**config.mk**
```make
export PLATFORM = sky130hd
export DESIGN_NAME = block_buffer_cache_lru
export DESIGN_NICKNAME = d
export VERILOG_FILES = /design/src/hdl/bbc_pkg.sv /design/src/hdl/bbc_ram.sv /design/src/hdl/bbc_lru.sv /design/src/hdl/block_buffer_cache_lru.sv
export VERILOG_INCLUDE_DIRS = /design/src /design/src/hdl
export SDC_FILE = /design/constraint.sdc
export NUM_CORES = 1
export LEC_CHECK = 0
export BUFFER_PORTS_ARGS = -buffer_cell sky130_fd_sc_hd__buf_2
export CAP_MARGIN = 20
export CORE_ASPECT_RATIO = 1.1
export CORE_UTILIZATION = 25
export CTS_BUF_LIST = sky130_fd_sc_hd__clkbuf_8
export CTS_CLUSTER_DIAMETER = 120
export DETAILED_ROUTE_END_ITERATION = 8
export GPL_ROUTABILITY_DRIVEN = 0
export SLEW_MARGIN = 20
export SYNTH_ARGS = -nofsm -noshare
export SYNTH_HDL_FRONTEND = slang
export SYNTH_SLANG_ARGS = --single-unit
```
**constraint.sdc**
```tcl
create_clock -name clk_i -period 4.65 [get_ports clk_i]
set_input_delay 0.93 -clock clk_i [delete_from_list [all_inputs] [get_ports clk_i]]
set_output_delay 0.93 -clock clk_i [all_outputs]
set_load 0.01 [all_outputs]
```
**src/hdl/block_buffer_cache_lru_defines.svh**
```systemverilog
// Assertion macros for the buffer cache tag directory.
// Used by the top level; expects clk_i and rst_ni in scope.
`ifndef BLOCK_BUFFER_CACHE_LRU_DEFINES_SVH
`define BLOCK_BUFFER_CACHE_LRU_DEFINES_SVH
`ifndef ASSERT_OFF
`define BBC_ASSERT(lbl, prop, msg) \
  lbl: assert property (@(posedge clk_i) disable iff (!rst_ni) prop) else $error(msg);
`define BBC_ASSERT_NEVER(lbl, expr, msg) \
  lbl: assert property (@(posedge clk_i) disable iff (!rst_ni) !(expr)) else $error(msg);
`else
`define BBC_ASSERT(lbl, prop, msg)
`define BBC_ASSERT_NEVER(lbl, expr, msg)
`endif
`endif

```
**src/hdl/bbc_pkg.sv**
```systemverilog
// Types and codes shared by the buffer cache tag directory.
// No dependencies.
package bbc_pkg;

  localparam int unsigned TagW = 32;

  typedef enum logic {
    FUNC_READ = 1'b0,
    FUNC_MARK = 1'b1
  } func_e;

  typedef enum logic [1:0] {
    KIND_WB   = 2'd0,
    KIND_HIT  = 2'd1,
    KIND_FILL = 2'd2,
    KIND_MARK = 2'd3
  } kind_e;

  typedef enum logic [6:0] {
    S_IDLE   = 7'b0000001,
    S_MARK   = 7'b0000010,
    S_LOOKUP = 7'b0000100,
    S_HIT    = 7'b0001000,
    S_VICTIM = 7'b0010000,
    S_WB     = 7'b0100000,
    S_FILL   = 7'b1000000
  } state_e;

  typedef struct packed {
    func_e       func;
    logic [7:0]  dev;
    logic [23:0] block;
    logic [3:0]  buffer;
  } req_t;

  typedef struct packed {
    kind_e       kind;
    logic [3:0]  buf_index;
    logic [7:0]  out_dev;
    logic [23:0] out_block;
    logic        last;
  } rsp_t;

endpackage

```
**src/hdl/bbc_ram.sv**
```systemverilog
// Generic single write, single read RAM with registered read data.
// No dependencies.
module bbc_ram #(
  parameter int unsigned Width = 32,
  parameter int unsigned Depth = 16,
  localparam int unsigned AddrW = $clog2(Depth)
) (
  input  logic             clk_i,
  input  logic             we_i,
  input  logic [AddrW-1:0] waddr_i,
  input  logic [Width-1:0] wdata_i,
  input  logic [AddrW-1:0] raddr_i,
  output logic [Width-1:0] rdata_o
);

  logic [Width-1:0] mem_q [Depth];
  logic [Width-1:0] rdata_q;

  always_ff @(posedge clk_i) begin
    if (we_i) begin
      mem_q[waddr_i] <= wdata_i;
    end
    rdata_q <= mem_q[raddr_i];
  end

  assign rdata_o = rdata_q;

endmodule

```
**src/hdl/bbc_lru.sv**
```systemverilog
// LRU order of the buffers, position 0 least recent.
// Reads the entry at one position and moves it to the recent end on request.
module bbc_lru #(
  parameter int unsigned NumBuf = 16,
  localparam int unsigned IdxW = $clog2(NumBuf)
) (
  input  logic            clk_i,
  input  logic            rst_ni,
  input  logic            move_i,
  input  logic [IdxW-1:0] pos_i,
  output logic [IdxW-1:0] idx_o
);

  logic [IdxW-1:0] order_q [NumBuf];
  logic [IdxW-1:0] order_d [NumBuf];

  assign idx_o = order_q[pos_i];

  for (genvar g = 0; g < NumBuf; g++) begin : g_slot
    if (g == NumBuf - 1) begin : g_tail
      assign order_d[g] = move_i ? idx_o : order_q[g];
    end else begin : g_body
      assign order_d[g] = (move_i && IdxW'(g) >= pos_i) ? order_q[g+1] : order_q[g];
    end
  end

  always_ff @(posedge clk_i or negedge rst_ni) begin
    if (!rst_ni) begin
      for (int i = 0; i < NumBuf; i++) begin
        order_q[i] <= IdxW'(i);
      end
    end else if (move_i) begin
      order_q <= order_d;
    end
  end

endmodule

```
**src/hdl/block_buffer_cache_lru.sv**
```systemverilog
// Tag directory of a fully associative disk block cache with LRU replacement.
// Uses bbc_pkg, bbc_ram, bbc_lru and block_buffer_cache_lru_defines.svh.
//
// Input channel (in_valid_i, in_stall_o, in_i) takes one request item at a time:
// a read by device and block, or a mark of one buffer as delayed-write.
// Output channel (out_valid_o, out_stall_i, out_o) returns the result items of
// the request in order: one hit, or zero or more writebacks followed by one
// fill, or one mark ack. Only the final item of a request has last set.
// The block is busy from acceptance until its final item is in the output
// register; in_stall_o is high meanwhile.
// Steps: a mark item is registered straight from S_MARK; a read walks the LRU order
// in S_LOOKUP with one tag compare per cycle through the tag RAM read port,
// then a hit is registered from S_HIT, while a miss passes S_VICTIM and a
// writeback from S_WB per dirty victim before the fill from S_FILL. The next item is
// accepted in the cycle after the final item is registered.
// Each result item waits in the output register while the receiver
// stalls, which holds the sequencer.
// Reset clears valid and dirty bits and sets the LRU order to 0 .. N-1.
// Tags hold no value until a fill writes them.
`include "block_buffer_cache_lru_defines.svh"
module block_buffer_cache_lru #(
  parameter int unsigned NUM_BUFFERS = 16
) (
  input  logic          clk_i,
  input  logic          rst_ni,
  input  logic          in_valid_i,
  output logic          in_stall_o,
  input  bbc_pkg::req_t in_i,
  output logic          out_valid_o,
  input  logic          out_stall_i,
  output bbc_pkg::rsp_t out_o
);

  import bbc_pkg::*;

  localparam int unsigned IdxW = $clog2(NUM_BUFFERS);
  localparam int unsigned PosW = IdxW + 1;
  localparam logic [PosW-1:0] NumPos = PosW'(NUM_BUFFERS);
  localparam logic [IdxW-1:0] LastPos = IdxW'(NUM_BUFFERS - 1);

  state_e                 state_q, state_d;
  req_t                   req_q, req_d;
  logic [PosW-1:0]        p_q, p_d;
  logic                   cmp_vld_q, cmp_vld_d;
  logic [IdxW-1:0]        cmp_pos_q, cmp_pos_d;
  logic [IdxW-1:0]        cmp_buf_q, cmp_buf_d;
  logic [IdxW-1:0]        hit_pos_q, hit_pos_d;
  logic [NUM_BUFFERS-1:0] valid_q, valid_d;
  logic [NUM_BUFFERS-1:0] dirty_q, dirty_d;
  logic                   out_vld_q;
  rsp_t                   out_q;

  logic            slot_free;
  logic            emit;
  rsp_t            emit_rsp;
  logic            lru_move;
  logic [IdxW-1:0] lru_pos;
  logic [IdxW-1:0] lru_idx;
  logic            ram_we;
  logic [IdxW-1:0] ram_raddr;
  logic [TagW-1:0] ram_rdata;
  logic [IdxW-1:0] mark_idx;
  logic            mark_ok;
  logic            tag_hit;

  bbc_lru #(
    .NumBuf(NUM_BUFFERS)
  ) u_lru (
    .clk_i (clk_i),
    .rst_ni(rst_ni),
    .move_i(lru_move),
    .pos_i (lru_pos),
    .idx_o (lru_idx)
  );

  bbc_ram #(
    .Width(TagW),
    .Depth(NUM_BUFFERS)
  ) u_tag_ram (
    .clk_i  (clk_i),
    .we_i   (ram_we),
    .waddr_i(lru_idx),
    .wdata_i({req_q.dev, req_q.block}),
    .raddr_i(ram_raddr),
    .rdata_o(ram_rdata)
  );

  assign slot_free = !out_vld_q || !out_stall_i;
  assign mark_idx  = IdxW'(req_q.buffer);
  assign mark_ok   = ({2'b00, req_q.buffer} < 6'(NUM_BUFFERS)) && valid_q[mark_idx];
  assign tag_hit   = cmp_vld_q && valid_q[cmp_buf_q] &&
                     (ram_rdata == {req_q.dev, req_q.block});

  always_comb begin
    lru_pos = '0;
    if (state_q == S_LOOKUP) begin
      lru_pos = p_q[IdxW-1:0];
    end else if (state_q == S_HIT) begin
      lru_pos = hit_pos_q;
    end
  end

  always_comb begin
    ram_raddr = lru_idx;
    if (state_q == S_IDLE) begin
      ram_raddr = IdxW'(in_i.buffer);
    end else if (state_q == S_MARK) begin
      ram_raddr = mark_idx;
    end
  end

  always_comb begin
    state_d   = state_q;
    req_d     = req_q;
    p_d       = p_q;
    cmp_vld_d = 1'b0;
    cmp_pos_d = cmp_pos_q;
    cmp_buf_d = cmp_buf_q;
    hit_pos_d = hit_pos_q;
    valid_d   = valid_q;
    dirty_d   = dirty_q;
    lru_move  = 1'b0;
    ram_we    = 1'b0;
    emit      = 1'b0;
    emit_rsp  = '0;
    case (state_q)
      S_IDLE: begin
        if (in_valid_i) begin
          req_d   = in_i;
          p_d     = '0;
          state_d = (in_i.func == FUNC_MARK) ? S_MARK : S_LOOKUP;
        end
      end
      S_MARK: begin
        if (slot_free) begin
          emit               = 1'b1;
          emit_rsp.kind      = KIND_MARK;
          emit_rsp.buf_index = req_q.buffer;
          emit_rsp.last      = 1'b1;
          if (mark_ok) begin
            dirty_d[mark_idx]  = 1'b1;
            emit_rsp.out_dev   = ram_rdata[TagW-1 -: 8];
            emit_rsp.out_block = ram_rdata[23:0];
          end
          state_d = S_IDLE;
        end
      end
      S_LOOKUP: begin
        if (p_q < NumPos) begin
          cmp_vld_d = 1'b1;
          cmp_pos_d = p_q[IdxW-1:0];
          cmp_buf_d = lru_idx;
          p_d       = p_q + 1'b1;
        end
        if (tag_hit) begin
          hit_pos_d = cmp_pos_q;
          cmp_vld_d = 1'b0;
          state_d   = S_HIT;
        end else if (cmp_vld_q && cmp_pos_q == LastPos) begin
          state_d = S_VICTIM;
        end
      end
      S_HIT: begin
        if (slot_free) begin
          emit               = 1'b1;
          emit_rsp.kind      = KIND_HIT;
          emit_rsp.buf_index = 4'(lru_idx);
          emit_rsp.out_dev   = req_q.dev;
          emit_rsp.out_block = req_q.block;
          emit_rsp.last      = 1'b1;
          lru_move           = 1'b1;
          state_d            = S_IDLE;
        end
      end
      S_VICTIM: begin
        state_d = dirty_q[lru_idx] ? S_WB : S_FILL;
      end
      S_WB: begin
        if (slot_free) begin
          emit               = 1'b1;
          emit_rsp.kind      = KIND_WB;
          emit_rsp.buf_index = 4'(lru_idx);
          emit_rsp.out_dev   = ram_rdata[TagW-1 -: 8];
          emit_rsp.out_block = ram_rdata[23:0];
          dirty_d[lru_idx]   = 1'b0;
          lru_move           = 1'b1;
          state_d            = S_VICTIM;
        end
      end
      S_FILL: begin
        if (slot_free) begin
          emit               = 1'b1;
          emit_rsp.kind      = KIND_FILL;
          emit_rsp.buf_index = 4'(lru_idx);
          emit_rsp.out_dev   = req_q.dev;
          emit_rsp.out_block = req_q.block;
          emit_rsp.last      = 1'b1;
          ram_we             = 1'b1;
          valid_d[lru_idx]   = 1'b1;
          dirty_d[lru_idx]   = 1'b0;
          lru_move           = 1'b1;
          state_d            = S_IDLE;
        end
      end
      default: begin
        state_d = S_IDLE;
      end
    endcase
  end

  always_ff @(posedge clk_i or negedge rst_ni) begin
    if (!rst_ni) begin
      state_q   <= S_IDLE;
      p_q       <= '0;
      cmp_vld_q <= 1'b0;
      valid_q   <= '0;
      dirty_q   <= '0;
      out_vld_q <= 1'b0;
    end else begin
      state_q   <= state_d;
      p_q       <= p_d;
      cmp_vld_q <= cmp_vld_d;
      valid_q   <= valid_d;
      dirty_q   <= dirty_d;
      if (emit) begin
        out_vld_q <= 1'b1;
      end else if (!out_stall_i) begin
        out_vld_q <= 1'b0;
      end
    end
  end

  always_ff @(posedge clk_i) begin
    req_q     <= req_d;
    cmp_pos_q <= cmp_pos_d;
    cmp_buf_q <= cmp_buf_d;
    hit_pos_q <= hit_pos_d;
    if (emit) begin
      out_q <= emit_rsp;
    end
  end

  assign in_stall_o  = (state_q != S_IDLE);
  assign out_valid_o = out_vld_q;
  assign out_o       = out_q;

  `BBC_ASSERT(a_partial_is_wb, out_valid_o && !out_o.last |-> out_o.kind == KIND_WB, "non-final item is not a writeback")
  `BBC_ASSERT(a_accept_busy, in_valid_i && !in_stall_o |=> state_q != S_IDLE, "accepted item left sequencer idle")
  `BBC_ASSERT_NEVER(a_dirty_valid, |(dirty_q & ~valid_q), "dirty buffer without valid tag")
  `BBC_ASSERT_NEVER(a_pos_range, p_q > NumPos, "lookup position beyond buffer count")

endmodule

```
==> flow_summary.json, run 1 <==
{
  "grt_setup_unrepaired": "false",
  "layout_min_cycle_time_ns": 4.28,
  "grt_pass1_wl_mm": 119,
  "synth_cell_type_count": 83,
  "dieArea_sq_um": 121000,
  "die_w_microns": 332,
  "drv_slew": 0,
  "cts_max_path_buffers": 3,
  "critPathSlowestCell": "o221ai_4",
  "fmax_mhz": 233,
  "setup_viol": 0,
  "async_flop_share_pct": 14.8,
  "fin_crit_sh_pct": 92.1,
  "cts_max_level": 3,
  "critPathArrivalTime_ns": 4.88,
  "grt_max_degree": 65,
  "r2r_start": "state_q[3]",
  "worstMarginPinSlew_ns": 0.999,
  "path_cells": "buf_4 -> nand3b_1 -> a211o_1 -> a21oi_1 -> o221a_2 -> a21oi_2 -> buf_4 -> o221ai_4 -> buf_4 -> mux4_2 -> a22oi_1 -> o311ai_1",
  "drtPass1Iterations": 6,
  "cts.sinks": 741,
  "core_sq_um": 118000,
  "cts_tree": "built",
  "overflow": 0,
  "final_cells": 3662,
  "required_ns": 5.25,
  "synthCells": 1826,
  "finish.utilization_pct": 29.8,
  "worstPathMaxFanout": 29,
  "status": "complete, no violations",
  "critPathCaptureType": "flip-flop",
  "worstHoldPathType": "in -> async",
  "tns_ns": 0,
  "hold_viol_final": 0,
  "skew_ns": 0.0576,
  "io_buffers": 81,
  "crit_family": "compound AO/OA/AOI/OAI gates",
  "root_buffer": "clkbuf_8",
  "setup_slack_ns": 0.366,
  "dpl.hpwl_mm": 49.3,
  "synth_largest_area_cell": "edfxtp_1",
  "drc_errors": 0,
  "worst-path-buf-inv": 3,
  "synth_fp_nets": 1868,
  "yosysMostFrequentCell": "edfxtp_1",
  "drt_iter0_markers": 1530,
  "power_density_nw_per_um2": 587,
  "gr-usage-all-layers_pct": 13.2,
  "path_common_cell": "buf_4",
  "drive_above_1_share_pct": 27.1,
  "synth_top_area_share_pct": 60.2,
  "synth_warnings": 0,
  "grt_pass1_vias": 17983,
  "dp_cells": 3446,
  "ys_seq_area_share_pct": 71.7,
  "layout.nets": 2063,
  "rows": 132,
  "post_cts_resized": 0,
  "via_per_inst": 4.75,
  "max_cap_viol_count": 0,
  "yosys-top-cells-count": "599 x edfxtp_1, 158 x nand2_1, 106 x mux4_2, 92 x nor2_1",
  "start_util_pct": 25.3,
  "wl_per_cell_microns": 22.0,
  "synth_ff_type": "edfxtp_1",
  "cts_setup_buffers": 0,
  "holdBufCountCts": 0,
  "antenna_found_initial": 5,
  "cts.clk_slew.worst_paths_ns": 0.07,
  "ios": 82,
  "ant_nets": 0,
  "slew_headroom_pct": 33.2,
  "die_h_microns": 365,
  "crit_type": "reg -> reg",
  "r2r_cells": 12,
  "cts_buffers": 114,
  "ys_ff_latch": 741,
  "start_kind": "flip-flop",
  "vdd_drop_max_v": 0.000438,
  "finalWirelength_mm": 80.7,
  "r2r_slack_ns": 0.37,
  "dp_slack_ns": 0.365,
  "vias": 17411,
  "syn_area_per_cell_sq_um": 16.4,
  "slowest_delay_ns": 0.70,
  "synth_edf_count": 599,
  "p_leak_nw": 12.1,
  "ys_top_cells_by_area": "edfxtp_1 60%, mux4_2 8.0%, dfrtp_1 6.5%",
  "syn2layout_area_growth_pct": 17.9,
  "worst_r2r_endpoint": "u_tag_ram.rdata_o[14]",
  "syn_area_sq_um": 29900,
  "insertion_delay_ns": 0.77
}
worst max-delay path by stage:
stage | to | cells after the start | from | slack (ns)
finish | u_tag_ram.rdata_o[14] | 12 | state_q[3] | 0.37
detailed placement | u_tag_ram.rdata_o[14] | 12 | state_q[3] | 0.36
floorplan | u_tag_ram.mem_q[14][0] | 12 | state_q[6] | 0.22
global placement | u_tag_ram.rdata_o[19] | 12 | state_q[3] | 0.43
CTS | u_tag_ram.rdata_o[14] | 12 | state_q[3] | 0.36
global route | u_tag_ram.rdata_o[14] | 12 | state_q[3] | 0.15
kinds of logic (layout without fill, tap and decap cells):
| kind of cell | count (synthesis) | in the layout | synth area share [%] |
|---|---|---|---|
| AO/OA/AOI/OAI | 358 | 358 | 8.58 |
| XOR/XNOR | 35 | 35 | 1.03 |
| adder cells (fa/ha/maj) | 1 | 1 | 0.0419 |
| buffers and inverters | 115 | 408 | 1.82 |
| flip-flops | 741 | 741 | 71.7 |
| multiplexers | 166 | 166 | 10.2 |
| other | 0 | 2 | 0 |
| AND/OR/NAND/NOR | 410 | 410 | 6.58 |
worst register-to-register path: cells and delay by family (launching register included):
kind | cells | cell delay, ns
DFF | 1 | 0.57
muxes | 1 | 0.37
AOI/OAI and AO/OA | 7 | 2.00
buffers and inverters | 3 | 0.98
and+or+nand+nor | 1 | 0.24
power by group:
group	switching (W)	total, W	leakage (nW)	internal, W
Combinational	0.00372	0.00657	3.66	0.00285
Clock	0.00261	0.00549	1.36	0.00288
Sequential	0.000609	0.00861	7.07	0.00800
metrics by stage:
step	area, sq um	hold WS (ns)	power, W
6_report	35200	0.127	0.0207
5_1_grt	35200	0.131	0.0217
4_1_cts	35200	0.0700	0.0209
3_5_place_dp	32900	0.443	0.0154
3_3_place_gp	32900	0.432	0.0153
2_1_floorplan	29900	0.423	0.0130
state kept, by name, indices dropped and copies added, names as in the netlist:
register / flops
out_o: 39
cmp_vld_q: 1
u_lru.order_q: 64
hit_pos_q: 4
u_tag_ram.mem_q: 512
cmp_pos_q: 4
cmp_buf_q: 4
req_q: 32
state_q: 7
mark_idx: 4
valid_q: 16
u_tag_ram.rdata_o: 32
dirty_q: 16
out_valid_o: 1
p_q: 5
cells in the final DEF, fill, tap and decap left out, drive strengths merged, types with 40 or more instances in the layout:
| master | count |
|---|---|
| inv | 72 |
| nor2 | 93 |
| dfrtp | 77 |
| nand2 | 158 |
| edfxtp | 599 |
| mux4 | 106 |
| a21oi | 78 |
| clkbuf | 128 |
| a22oi | 68 |
| mux2 | 55 |
| buf | 172 |
| o21ai | 40 |
metal layers:
layer	global-route usage, %	share of wire [%]
met1	16.4	41
met2	23.2	51
met3	1.93	5.2
met4	4.70	2.6
met5	0	0
final cells by class:
| cell class | instances | area, sq um |
|---|---|---|
| inverter | 22 | 86.3 |
| clock inverter | 86 | 564 |
| antenna | 2 | 5.00 |
| timing repair buffer | 172 | 1370 |
| tap | 1541 | 1930 |
| fill | 11592 | 82900 |
| multi-input combinational | 970 | 8090 |
| sequential | 741 | 21400 |
| clock buffer | 128 | 1760 |
No activity file was read; power rests on OpenSTA's default activity.
==> run 2, diff against run 1 <==
--- a/config.mk
+++ b/config.mk
@@ -6,7 +6,7 @@
 export SDC_FILE = /design/constraint.sdc
 export NUM_CORES = 1
 export LEC_CHECK = 0
-export BUFFER_PORTS_ARGS = -buffer_cell sky130_fd_sc_hd__buf_2
+export BUFFER_PORTS_ARGS = -buffer_cell sky130_fd_sc_hd__buf_4
 export CAP_MARGIN = 20
 export CORE_ASPECT_RATIO = 1.1
 export CORE_UTILIZATION = 25
@@ -14,7 +14,7 @@
 export CTS_CLUSTER_DIAMETER = 120
 export DETAILED_ROUTE_END_ITERATION = 8
 export GPL_ROUTABILITY_DRIVEN = 0
-export SLEW_MARGIN = 20
+export SLEW_MARGIN = 5
 export SYNTH_ARGS = -nofsm -noshare
 export SYNTH_HDL_FRONTEND = slang
 export SYNTH_SLANG_ARGS = --single-unit
==> run 2 against run 1 <==
Maximum frequency decreased by 0.12%. Routed wire length decreased by 0.69%. Clock skew decreased by 0.016 ns. Hold slack improved by 0.11 ns. Largest power group unchanged. Non-clock buffer count increased by 7. Flip-flop and latch count unchanged. First-iteration DRC count decreased by 0.20%.
==> flow_summary.json, run 2 (synthesis gave the netlist of run 1 again) <==
{
  "placed_area_sq_um": 33200,
  "r2r_start": "state_q[2]",
  "r2r_cells": 12,
  "largest_reg_flops": 512,
  "cts.sinks": 741,
  "via_per_inst": 4.76,
  "dieArea_sq_um": 121000,
  "slew_headroom_pct": 29.0,
  "p_clk_share_pct": 25.8,
  "gr-usage-all-layers_pct": 13.1,
  "holdBufCountCts": 0,
  "critPathCaptureType": "flip-flop",
  "syn2layout_area_growth_pct": 18.8,
  "insertion_delay_ns": 0.74,
  "fmax_mhz": 233,
  "cts_max_path_buffers": 3,
  "holdWs_ns": 0.239,
  "hold_viol_final": 0,
  "start_kind": "flip-flop",
  "switching_share_pct": 33.6,
  "vdd_drop_max_v": 0.000491,
  "antenna_found_initial": 3,
  "fin_crit_sh_pct": 92.2,
  "finalWirelength_mm": 80.2,
  "layout_commonest_cell": "edfxtp_1",
  "cts_max_level": 3,
  "overflow": 0,
  "crit_type": "reg -> reg",
  "core_sq_um": 118000,
  "ios": 82,
  "seqPwrFrac_pct": 41.2,
  "n_fill_cell": 11539,
  "cts_buffers": 114,
  "die_h_microns": 365,
  "final_cell_mix": "599 x edfxtp_1, 157 x nand2_1, 150 x buf_4, 126 x clkbuf_8, 106 x mux4_2",
  "dpl.hpwl_mm": 49.2,
  "vias": 17464,
  "cts_setup_buffers": 0,
  "critPathArrivalTime_ns": 4.70,
  "layout_min_cycle_time_ns": 4.29,
  "post_cts_resized": 0,
  "worst_r2r_endpoint": "u_tag_ram.mem_q[15][14]",
  "combPwrFrac_pct": 33.1,
  "grt_max_degree": 52,
  "tns_ns": 0,
  "status": "complete, no violations",
  "worstMarginPinSlew_ns": 1.06,
  "grt_pass1_wl_mm": 119,
  "setup_viol": 0,
  "power_density_nw_per_um2": 587,
  "drive_above_1_share_pct": 27.0,
  "start_util_pct": 25.3,
  "io_buffers": 81,
  "root_buffer": "clkbuf_8",
  "layout.nets": 2070,
  "drc_errors": 0,
  "ant_nets": 0,
  "drv_slew": 0,
  "cts_tree": "built",
  "p_leak_nw": 12.1,
  "max_cap_viol_count": 0,
  "p_int_w": 0.0138,
  "postLayoutCellArea_sq_um": 35500,
  "cts.clk_slew.worst_paths_ns": 0.06,
  "worstHoldPathType": "in -> async",
  "skew_ns": 0.0418,
  "grt_pass1_vias": 17784,
  "rows": 132,
  "p_switching_w": 0.00701,
  "worstPathMaxFanout": 28,
  "largest_register": "u_tag_ram.mem_q",
  "startpoint": "state_q[2]",
  "grt_setup_unrepaired": "false",
  "r2r_slack_ns": 0.36,
  "wl_per_cell_microns": 21.9,
  "drtPass1Iterations": 5,
  "die_w_microns": 332,
  "required_ns": 5.06,
  "drt_iter0_markers": 1527
}
[run 2: cell count changes in the layout (fill, tap and decap cells not counted), sizes merged]
cell,previous run,this run
buf,172,179
bufinv,6,5
clkbuf,128,126
inv,72,57
clkinv,27,44
diode,2,1
[run 2: area by class of cell]
| cell class | instances | area [sq um] | share of cell area, % |
|---|---|---|---|
| antenna | 1 | 2.50 | 0.00705 |
| multi-input combinational | 970 | 8080 | 22.8 |
| tap | 1541 | 1930 | 5.43 |
| inverter | 22 | 83.8 | 0.236 |
| clock buffer | 126 | 1730 | 4.89 |
| clock inverter | 87 | 531 | 1.49 |
| sequential | 741 | 21400 | 60.4 |
| timing repair buffer | 179 | 1710 | 4.81 |
[run 2: metal layers]
| metal | vias up | GRT usage, % | share of wire, % |
|---|---|---|---|
| met4 | 0 | 4.63 | 2.6 |
| met3 | 134 | 2.06 | 5.5 |
| met2 | 621 | 22.8 | 51 |
| met5 | - | 0 | 0 |
| met1 | 9048 | 16.5 | 41 |
| li1 | 7661 | - | - |
[run 2: worst max-delay path, cell delays in order (launching register included)]
cell and delay (ns):
dfrtp_1 0.62, buf_12 0.23, and3b_1 0.23, o211ai_1 0.57, a211oi_1 0.17, a211o_1 0.31, o311a_1 0.14, and3_1 0.22
buf_4 0.18, nor2_1 0.14, nand2_1 0.36, nor2_4 0.48, buf_12 0.28
[run 2: worst max path at each step]
| stage | endpoint | slack, ns | depth (start not counted) |
|---|---|---|---|
| after floorplan | u_tag_ram.mem_q[14][0] | 0.22 | 12 |
| after global placement | u_tag_ram.rdata_o[26] | 0.48 | 11 |
| after detailed placement | u_tag_ram.rdata_o[26] | 0.36 | 11 |
| after CTS | u_tag_ram.rdata_o[26] | 0.38 | 11 |
| after global routing | u_tag_ram.rdata_o[12] | 0.13 | 11 |
| final | u_tag_ram.mem_q[15][14] | 0.36 | 12 |
[run 2: stage by stage]
stage                     power, W  setup slack [ns]  utilization (%)  instances
after floorplan             0.0130             0.219                -       1826
after global placement      0.0156             0.476             28.1       3453
after detailed placement    0.0157             0.365             28.1       3453
after CTS                   0.0211             0.378             30.1       3666
after global routing        0.0218             0.129             30.1       3667
final                       0.0208             0.361             30.1       3667
[run 2: power groups by stage]
stage | Combinational (W) | Clock [W] | Sequential (W)
2_1_floorplan | 0.00451 | 0 | 0.00852
3_3_place_gp | 0.00692 | 0 | 0.00870
3_5_place_dp | 0.00696 | 0 | 0.00871
4_1_cts | 0.00698 | 0.00551 | 0.00858
5_1_grt | 0.00741 | 0.00578 | 0.00863
6_report | 0.00689 | 0.00537 | 0.00858
==> run 3, diff against run 2 <==
==> constraint.sdc (replaced) <==
create_clock -name clk_i -period 4.65 [get_ports clk_i]
set_input_delay 0.6975 -clock clk_i [delete_from_list [all_inputs] [get_ports clk_i]]
set_output_delay 0.6975 -clock clk_i [all_outputs]
set_load 0.01 [all_outputs]
==> run 3 against run 2 <==
Clock-buffer cell count increased by 3. Clock skew increased by 0.0070 ns. Flip-flop and latch count unchanged. Setup slack improved by 0.033 ns. Cell area increased by 0.59%. Maximum frequency increased by 0.78%. First-iteration DRC count decreased by 2.2%. Register-to-register slack improved by 0.03 ns. Cell count increased by 0.14%. Sequential power about the same. Non-clock buffer count decreased by 1. Critical path type unchanged. Highest routed layer unchanged.
==> flow_summary.json, run 3 (synthesis gave the netlist of run 1 again) <==
{
  "start_util_pct": 25.3,
  "start_kind": "flip-flop",
  "grt_pass1_wl_mm": 118,
  "grt_max_degree": 71,
  "path_common_cell": "buf_12",
  "dpl.hpwl_mm": 49.2,
  "post_cts_resized": 0,
  "cts_max_level": 3,
  "vias": 17331,
  "max_cap_viol_count": 0,
  "setup_viol": 0,
  "status": "complete, no violations",
  "crit_type": "reg -> reg",
  "syn2layout_area_growth_pct": 19.5,
  "power_w": 0.0212,
  "cts.sinks": 741,
  "drt_iter0_markers": 1494,
  "die_w_microns": 332,
  "finalWirelength_mm": 79.9,
  "grt_pass1_vias": 17677,
  "largest_register": "u_tag_ram.mem_q",
  "largest_reg_flops": 512,
  "tns_ns": 0,
  "worstMarginPinSlew_ns": 1.03,
  "skew_ns": 0.0488,
  "wl_per_cell_microns": 21.8,
  "rows": 132,
  "core_sq_um": 118000,
  "overflow": 0,
  "insertion_delay_ns": 0.76,
  "dieArea_sq_um": 121000,
  "via_per_inst": 4.72,
  "final_cell_mix": "599 x edfxtp_1, 157 x nand2_1, 149 x buf_4, 129 x clkbuf_8, 106 x mux4_2",
  "holdBufCountCts": 0,
  "startpoint": "state_q[3]",
  "worstHoldPathType": "in -> async",
  "worstPathMaxFanout": 32,
  "cts_buffers": 114,
  "worst-path-buf-inv": 2,
  "io_buffers": 81,
  "path_cells": "nand3b_4 -> and2_1 -> a21oi_1 -> o221ai_1 -> o21ai_1 -> o31ai_4 -> buf_12 -> buf_12 -> mux4_2 -> a22oi_1 -> o311ai_1",
  "r2r_start": "state_q[3]",
  "p_leak_nw": 12.3,
  "crit_family": "compound AO/OA/AOI/OAI gates",
  "finish.utilization_pct": 30.2,
  "fmax_mhz": 235,
  "cts_tree": "built",
  "slew_headroom_pct": 31.3,
  "drive_above_1_share_pct": 27.9,
  "required_ns": 5.25,
  "grt_setup_unrepaired": "false",
  "die_h_microns": 365,
  "drtPass1Iterations": 6,
  "critPathSlowestCell": "dfrtp_1",
  "root_buffer": "clkbuf_8",
  "slowest_delay_ns": 0.75,
  "cts_max_path_buffers": 3,
  "ios": 82,
  "ant_nets": 0,
  "cts.clk_slew.worst_paths_ns": 0.06,
  "layout.nets": 2069,
  "drv_slew": 0,
  "cts_setup_buffers": 0,
  "layout_commonest_cell": "edfxtp_1",
  "hold_viol_final": 0,
  "vdd_drop_max_v": 0.000471,
  "power_density_nw_per_um2": 595,
  "critPathCaptureType": "flip-flop",
  "gr-usage-all-layers_pct": 13.1,
  "fin_crit_sh_pct": 91.5,
  "layout_min_cycle_time_ns": 4.26,
  "critPathArrivalTime_ns": 4.85,
  "antenna_found_initial": 2,
  "drc_errors": 0
}
run 3: area by class of cell:
cell class | count | area [sq um]
Antenna cell | 2 | 5.00
Multi-Input combinational cell | 970 | 8080
Clock buffer | 129 | 1780
Inverter | 22 | 83.8
Tap cell | 1541 | 1930
Timing Repair Buffer | 178 | 1700
Sequential cell | 741 | 21400
Clock inverter | 89 | 704
Fill cell | 11554 | 82400
run 3: routing by layer:
layer	part of all wire (%)	track usage, %	vias up	routed length [microns]
met1	41	16.5	8931	33100
met5	0	0	-	0
met3	5.3	2.07	129	4220
li1	-	-	7663	-
met4	2.9	4.87	0	2290
met2	50	22.5	608	40300
run 3: path summary, 6_finish.rpt:
| path | cells after the start | to | slack (ns) |
|---|---|---|---|
| worst min-delay path | 1 | u_lru.order_q[45] | 0.09 |
| worst max register to register | 11 | u_tag_ram.rdata_o[26] | 0.39 |
| worst max-delay path | 11 | u_tag_ram.rdata_o[26] | 0.39 |
| worst min register to register | 0 | hit_pos_q[3] | 0.45 |
| max in group asynchronous | 2 | u_lru.order_q[11] | 3.47 |
| min in group clk_i | 1 | req_q[24] | 0.12 |
run 3: worst register-to-register path: cells and delay by family, from the launching register on:
kind,cells,cell delay [ns]
compound gates,6,1.64
flops,1,0.75
simple gates,2,0.71
mux,1,0.53
buf+inv,2,0.50
run 3: power breakdown:
part	switching [W]	internal, W	total [W]
registers	0.000561	0.00800	0.00856
clock network	0.00264	0.00314	0.00578
logic	0.00385	0.00305	0.00690
run 3: stage by stage:
step | hold WS (ns) | instance area [sq um] | setup WS [ns] | std cells
after floorplan | 0.402 | 29900 | 0.219 | 1826
after global placement | 0.430 | 33200 | 0.462 | 3451
after detailed placement | 0.441 | 33200 | 0.398 | 3451
after CTS | 0.0443 | 35700 | 0.394 | 3669
after global routing | 0.0740 | 35700 | 0.162 | 3671
final | 0.0897 | 35700 | 0.395 | 3672
